--- config.mk ---
export PLATFORM = sky130hd
export DESIGN_NAME = rgpc_ctrl
export DESIGN_NICKNAME = d
export VERILOG_FILES = /design/src/rtl/rgpc_pkg.sv /design/src/rtl/rgpc_ctrl.sv
export SDC_FILE = /design/constraint.sdc
export NUM_CORES = 1
export LEC_CHECK = 0
export ABC_AREA = 1
export BUFFER_PORTS_ARGS = -buffer_cell sky130_fd_sc_hd__buf_4
export CORE_MARGIN = 1
export CORE_UTILIZATION = 40
export CTS_CLUSTER_SIZE = 25
export DETAILED_ROUTE_END_ITERATION = 8
export PLACE_DENSITY = 0.69
export SYNTH_ARGS = -nofsm -noshare
export SYNTH_HDL_FRONTEND = slang
export SYNTH_SLANG_ARGS = --single-unit
--- constraint.sdc ---
create_clock -name clock -period 2.2 [get_ports clock]
set_input_delay 0.44 -clock clock [delete_from_list [all_inputs] [get_ports clock]]
set_output_delay 0.44 -clock clock [all_outputs]
set_load 0.03 [all_outputs]
--- src/rtl/rgpc_pkg.sv ---
// ============================================================================
// rgpc_pkg: shared types, constants and helpers for ray grid plane crossings
// Holds the transaction structs, the controller command set, the axis
// rotation helpers and the coordinate saturation used by the datapath.
// ============================================================================
`default_nettype none

package rgpc_pkg;

   // Field widths fixed by the interface
   localparam int POS_W    = 24;
   localparam int DIR_W    = 16;
   localparam int DMAG_W   = 16;
   localparam int DSQ_W    = 32;
   localparam int SAT_W    = 64;
   localparam int RADIUS_W = 5;

   // Defaults for the top-level parameters
   localparam int MAX_RADIUS_DEF = 20;
   localparam int FRAC_BITS_DEF  = 12;

   localparam logic [RADIUS_W-1:0] RADIUS_RESET = 5'd8;

   // Axis codes
   localparam logic [1:0] AXIS_X = 2'd0;
   localparam logic [1:0] AXIS_Y = 2'd1;
   localparam logic [1:0] AXIS_Z = 2'd2;

   typedef logic signed [POS_W-1:0] coord_type;

   localparam coord_type COORD_MAX = 24'sh7FFFFF;
   localparam coord_type COORD_MIN = -24'sh800000;

   typedef struct packed {
      coord_type                 pos_x;
      coord_type                 pos_y;
      coord_type                 pos_z;
      logic signed [DIR_W-1:0]   dir_x;
      logic signed [DIR_W-1:0]   dir_y;
      logic signed [DIR_W-1:0]   dir_z;
   } req_type;

   typedef struct packed {
      coord_type   hit_x;
      coord_type   hit_y;
      coord_type   hit_z;
      logic [1:0]  plane_axis;
      logic        last_hit;
   } rsp_type;

   // Datapath operations issued by the controller
   typedef enum logic [3:0] {
      OP_NONE,
      OP_LOAD,
      OP_SQ,
      OP_LIM,
      OP_LIM2,
      OP_DK2,
      OP_ML,
      OP_MH,
      OP_CMP,
      OP_SELM,
      OP_SELC,
      OP_NUM,
      OP_DIVGO,
      OP_ADV,
      OP_WRITE
   } op_type;

   typedef struct packed {
      op_type      op;
      logic        use_best;
      logic [1:0]  ax;
   } cmd_type;

   typedef struct packed {
      logic any_valid;
      logic div_done;
      logic out_free;
   } stat_type;

   // Next axis in x, y, z rotation
   function automatic logic [1:0] next_axis(input logic [1:0] a);
      logic [1:0] r;
      case (a)
         AXIS_X:  r = AXIS_Y;
         AXIS_Y:  r = AXIS_Z;
         default: r = AXIS_X;
      endcase
      return r;
   endfunction

   // Previous axis in x, y, z rotation
   function automatic logic [1:0] prev_axis(input logic [1:0] a);
      logic [1:0] r;
      case (a)
         AXIS_X:  r = AXIS_Z;
         AXIS_Y:  r = AXIS_X;
         default: r = AXIS_Y;
      endcase
      return r;
   endfunction

   // Clamp a wide signed value to the coordinate range
   function automatic coord_type sat_coord(input logic signed [SAT_W-1:0] v);
      coord_type r;
      if (v > SAT_W'(COORD_MAX)) begin
         r = COORD_MAX;
      end else if (v < SAT_W'(COORD_MIN)) begin
         r = COORD_MIN;
      end else begin
         r = v[POS_W-1:0];
      end
      return r;
   endfunction

endpackage

`default_nettype wire

--- src/rtl/rgpc_ctrl.sv ---
// ============================================================================
// rgpc_ctrl: sequencer for ray grid plane crossings
// Steps the datapath through ray setup, the per-axis radius tests, the
// nearest-axis selection, the coordinate divisions and the result writes.
// ============================================================================
`default_nettype none

module rgpc_ctrl (
   input  wire logic                clock,
   input  wire logic                reset,
   input  wire logic                req_valid,
   output logic                     req_stall,
   input  wire rgpc_pkg::stat_type  stat,
   output rgpc_pkg::cmd_type        cmd
);

   typedef enum logic [14:0] {
      S_IDLE  = 15'b000000000000001,
      S_SQ    = 15'b000000000000010,
      S_LIM   = 15'b000000000000100,
      S_LIM2  = 15'b000000000001000,
      S_DK2   = 15'b000000000010000,
      S_ML    = 15'b000000000100000,
      S_MH    = 15'b000000001000000,
      S_CMP   = 15'b000000010000000,
      S_SELM  = 15'b000000100000000,
      S_SELC  = 15'b000001000000000,
      S_NUM   = 15'b000010000000000,
      S_DIV   = 15'b000100000000000,
      S_WAIT  = 15'b001000000000000,
      S_ADV   = 15'b010000000000000,
      S_WRITE = 15'b100000000000000
   } state_type;

   state_type  state_ff, state_in;
   logic [1:0] ax_ff, ax_in;
   logic       init_ff, init_in;

   always_comb begin
      state_in     = state_ff;
      ax_in        = ax_ff;
      init_in      = init_ff;
      cmd.op       = rgpc_pkg::OP_NONE;
      cmd.ax       = ax_ff;
      cmd.use_best = 1'b0;
      case (state_ff)
         S_IDLE: begin
            // Take a new ray
            if (req_valid) begin
               cmd.op   = rgpc_pkg::OP_LOAD;
               ax_in    = rgpc_pkg::AXIS_X;
               init_in  = 1'b1;
               state_in = S_SQ;
            end
         end
         S_SQ: begin
            // Accumulate the squared direction length
            cmd.op = rgpc_pkg::OP_SQ;
            if (ax_ff == rgpc_pkg::AXIS_Z) begin
               ax_in    = rgpc_pkg::AXIS_X;
               state_in = S_LIM;
            end else begin
               ax_in = ax_ff + 2'd1;
            end
         end
         S_LIM: begin
            cmd.op   = rgpc_pkg::OP_LIM;
            state_in = S_LIM2;
         end
         S_LIM2: begin
            cmd.op   = rgpc_pkg::OP_LIM2;
            state_in = S_DK2;
         end
         S_DK2: begin
            cmd.op       = rgpc_pkg::OP_DK2;
            cmd.use_best = !init_ff;
            state_in     = S_ML;
         end
         S_ML: begin
            cmd.op   = rgpc_pkg::OP_ML;
            state_in = S_MH;
         end
         S_MH: begin
            cmd.op   = rgpc_pkg::OP_MH;
            state_in = S_CMP;
         end
         S_CMP: begin
            // Radius test; walk all axes at setup, only the stepped axis later
            cmd.op       = rgpc_pkg::OP_CMP;
            cmd.use_best = !init_ff;
            if (!init_ff) begin
               state_in = S_WRITE;
            end else if (ax_ff == rgpc_pkg::AXIS_Z) begin
               ax_in    = rgpc_pkg::AXIS_X;
               init_in  = 1'b0;
               state_in = S_SELM;
            end else begin
               ax_in    = ax_ff + 2'd1;
               state_in = S_LIM;
            end
         end
         S_SELM: begin
            cmd.op   = rgpc_pkg::OP_SELM;
            state_in = S_SELC;
         end
         S_SELC: begin
            // Pick the nearest candidate; drop the ray if none is in range
            cmd.op = rgpc_pkg::OP_SELC;
            if (ax_ff == rgpc_pkg::AXIS_Z) begin
               ax_in    = rgpc_pkg::AXIS_X;
               state_in = stat.any_valid ? S_NUM : S_IDLE;
            end else begin
               ax_in    = ax_ff + 2'd1;
               state_in = S_SELM;
            end
         end
         S_NUM: begin
            cmd.op   = rgpc_pkg::OP_NUM;
            state_in = S_DIV;
         end
         S_DIV: begin
            cmd.op   = rgpc_pkg::OP_DIVGO;
            state_in = S_WAIT;
         end
         S_WAIT: begin
            if (stat.div_done) begin
               state_in = S_ADV;
            end
         end
         S_ADV: begin
            // Advance the chosen axis to its next plane
            cmd.op   = rgpc_pkg::OP_ADV;
            state_in = S_DK2;
         end
         S_WRITE: begin
            // Hold until the result register is free
            if (stat.out_free) begin
               cmd.op   = rgpc_pkg::OP_WRITE;
               ax_in    = rgpc_pkg::AXIS_X;
               state_in = stat.any_valid ? S_SELM : S_IDLE;
            end
         end
         default: begin
            state_in = S_IDLE;
         end
      endcase
   end

   always_ff @(posedge clock) begin
      if (reset) begin
         state_ff <= S_IDLE;
         ax_ff    <= rgpc_pkg::AXIS_X;
         init_ff  <= 1'b0;
      end else begin
         state_ff <= state_in;
         ax_ff    <= ax_in;
         init_ff  <= init_in;
      end
   end

   assign req_stall = (state_ff != S_IDLE);

endmodule

`default_nettype wire

==> impl_metrics.py <==
metrics = {
    "outcome": {
        "outcome": "complete, but fails checks",
        "failed_checks": "design-rule violations",
    },
    "synthesis": {
        "synth_mux_area_frac": 0,
        "synth_seq_area_share": 0.288,
        "ys_warn_count": 0,
        "synth-seq-cells": 18,
        "synth_top_family_by_area": "simple AND/OR/NAND/NOR gates",
        "syn_nets": 207,
        "synth-compound-area-share": 0.0751,
        "yosys.area_share.simple": 0.507,
        "synth_cell_types": 23,
        "synthAdderAreaFrac": 0,
        "synth_xor_xnor_area_share": 0,
        "syn-instance-count": 201,
        "avgSynthCellArea_um2": 6.22,
        "syn_area_um2": 1250,
    },
    "pwr": {
        "pwr_density_cell_nw_per_um2": 661,
        "power.leakage_nw": 0.856,
        "vdd_ir_drop_max_uv": 356,
        "power_w": 0.00104,
    },
    "sta": {
        "fin_worst_skew_ns": 0.000569,
        "finalCritPeriodShare": 0.972,
        "setup_viol": 0,
        "rsz0062_at_grt": "true",
        "setup_ws_ns": 0.0622,
        "fmax_mhz": 468,
        "tns_ns": 0,
        "max_slew_margin": 0.770,
        "fin_crit_ns": 2.14,
        "holdWs_ns": 0.371,
        "slew_violations": 0,
        "hold_viol": 0,
        "worst_slew_pin_slew_ns": 0.345,
    },
    "die": {
        "die-width_um": 57.9,
        "fp.dieH_um": 57.9,
        "initial_core_util": 0.438,
        "ios": 14,
        "core_area_um2": 2850,
        "fp.dieArea_um2": 3350,
        "std_cell_rows": 19,
    },
    "worst_setup_path": {
        "r2r_slack_ns": 0.39,
        "required_ns": 1.76,
        "crit_path_top_delay_cell": "dfxtp_2",
        "r2r_cells": 12,
        "cpPeakStageDelay_ns": 0.36,
        "cp_max_fo": 8,
        "critical_path.cell_chain": "nor2_2 -> nand2_2 -> nor2_4 -> buf_12 -> nand2_4 -> nand3_2 -> or3_1 -> buf_6",
        "path_buf_inv": 2,
        "startpoint_type": "flip-flop",
        "r2r-end": "state_ff[2]$_SDFFE_PP0P_",
        "endpoint_kind": "output port",
        "crit_family": "simple AND/OR/NAND/NOR gates",
        "r2r-start": "state_ff[14]$_SDFFE_PP0P_",
        "worstSetupPathType": "reg -> out",
        "cp.arrival_ns": 1.70,
    },
    "routing": {
        "vias_per_cell": 5.03,
        "routed_wl_mm": 3.01,
        "drtIter0Drc": 71,
        "num_vias": 1283,
        "antenna_left": 0,
        "routedWlPerCell_um": 11.8,
        "drc": 3,
        "dr.pass1.iters": 6,
    },
    "finish": {
        "final_area_um2": 1570,
        "antenna_cells": 0,
        "area_growth_pct": 25.3,
        "fin_nets": 232,
        "drive_above_1_share": 0.339,
    },
    "clock_network": {
        "htree_levels": 1,
        "cts.path.max_buffers": 2,
        "cts_hold_buf": 0,
        "cts_root_buf": "clkbuf_4",
        "clkSlewWorstSetupHoldPaths_ns": 0.09,
        "clock_latency_ns": 0.29,
        "numCtsBuffers": 3,
        "cts_tree": "built",
        "cts_sinks": 18,
    },
    "hold_path": {
        "hp-start": "reset",
        "hold_path_end": "state_ff[1]$_SDFFE_PP0P_",
        "whs_path_depth": 2,
        "hold_class": "in -> reg",
    },
    "global_route": {
        "grt_pass1_vias": 1156,
        "grt_max_degree": 12,
        "antenna_found_initial": 0,
        "overflow": 0,
        "track_usage": 0.185,
        "grt_pass1_wl_mm": 4.77,
    },
    "placement": {
        "gp_congestion": 0.830,
        "post-dp-hpwl_mm": 2.15,
        "place_area_um2": 1370,
        "dp_slack_ns": 0.264,
        "portBuffers": 13,
    },
    "job": {
        "max_cap_violations": 0,
    },
}
==> worst max-delay path by stage <==
stage	to	slack, ns	cells past startpoint	start
6_report	cmd[6]	0.06	8	state_ff[14]$_SDFFE_PP0P_
5_1_grt	cmd[4]	-0.03	9	state_ff[5]$_SDFFE_PP0P_
4_1_cts	cmd[4]	0.001	9	state_ff[0]$_SDFFE_PP1P_
3_5_place_dp	cmd[5]	0.26	8	state_ff[4]$_SDFFE_PP0P_
3_3_place_gp	cmd[5]	0.26	8	state_ff[4]$_SDFFE_PP0P_
2_1_floorplan	cmd[3]	0.28	7	state_ff[4]$_SDFFE_PP0P_
==> synthesized netlist by cell type <==
cell type   n  area (um^2)
a21oi_1     7         35.0
a31oi_2     1         12.5
buf_2       1         5.00
buf_6       2         22.5
clkbuf_1    1         3.75
dfxtp_1    18          360
inv_1      34          128
inv_2       1         3.75
nand2_1    37          139
nand2_2     9         56.3
nand2_4     3         33.8
nand3_1    20          100
nand3_2     2         20.0
nand3b_1    3         22.5
nand4_1     4         25.0
nor2_1     37          139
nor2_2      8         50.1
nor2_4      3         33.8
nor3b_1     1         7.51
o2111ai_1   1         8.76
o211ai_1    1         7.51
o21ai_0     6         30.0
or3_1       1         6.26
==> cell type report <==
type | count | area [um^2]
multi-input cells | 144 | 787
well taps | 31 | 38.8
repair buffers | 24 | 211
flip-flops and latches | 18 | 375
fillers | 278 | 1290
inverters | 35 | 131
clock buffers | 3 | 22.5
==> cell families (layout without fill, tap and decap cells) <==
| family | after synthesis | after routing |
|---|---|---|
| compound gates | 16 | 16 |
| buf+inv | 39 | 62 |
| flops | 18 | 18 |
| simple gates | 128 | 128 |
==> sequential cells by signal (all words and copies together), names as in the netlist <==
signal    count
ax_ff         2
init_ff       1
state_ff     15
==> repair_timing <==
action	4_1_cts	5_1_grt
resized for setup	7	28
buffers inserted	2	7
endpoints found under the hold margin	0	0
pin swaps	2	9
endpoints found under the setup margin	4	5
gates cloned	0	0
==> metrics by stage <==
| stage | util | std cells |
|---|---|---|
| after floorplan | - | 201 |
| after global placement | 0.480 | 243 |
| after CTS | 0.501 | 248 |
| final | 0.549 | 255 |
| after detailed placement | 0.480 | 243 |
| after global routing | 0.549 | 255 |
==> routing by layer <==
| metal | up-vias | track usage | share of wire |
|---|---|---|---|
| met1 | 570 | 0.242 | 0.46 |
| li1 | 671 | - | - |
| met2 | 33 | 0.286 | 0.46 |
| met5 | - | 0 | 0 |
| met4 | 0 | 0.102 | 0.026 |
| met3 | 9 | 0.0357 | 0.053 |
==> power breakdown <==
group / leakage (nW) / switching (W) / internal [W]
clock: 0.0138 / 0.0000983 / 0.0000639
combinational: 0.690 / 0.000296 / 0.000188
sequential: 0.152 / 0.0000321 / 0.000357
==> cell usage in the layout (no fill, tap or decap), types with 4 or more instances in the layout <==
cell type  synthesis  routed
o21ai_0            6       5
nand3_1           20      19
inv_1             34      33
nor2_1            37      36
buf_6              2       5
dfxtp_2            0      12
nand2_1           37      32
nand4_1            4       4
nor2_2             8       5
nor2_4             3       7
a21oi_1            7       7
nand2_2            9      12
nand2_4            3       5
buf_4              0      18
dfxtp_1           18       6
No activity file was read; power rests on OpenSTA's default activity.
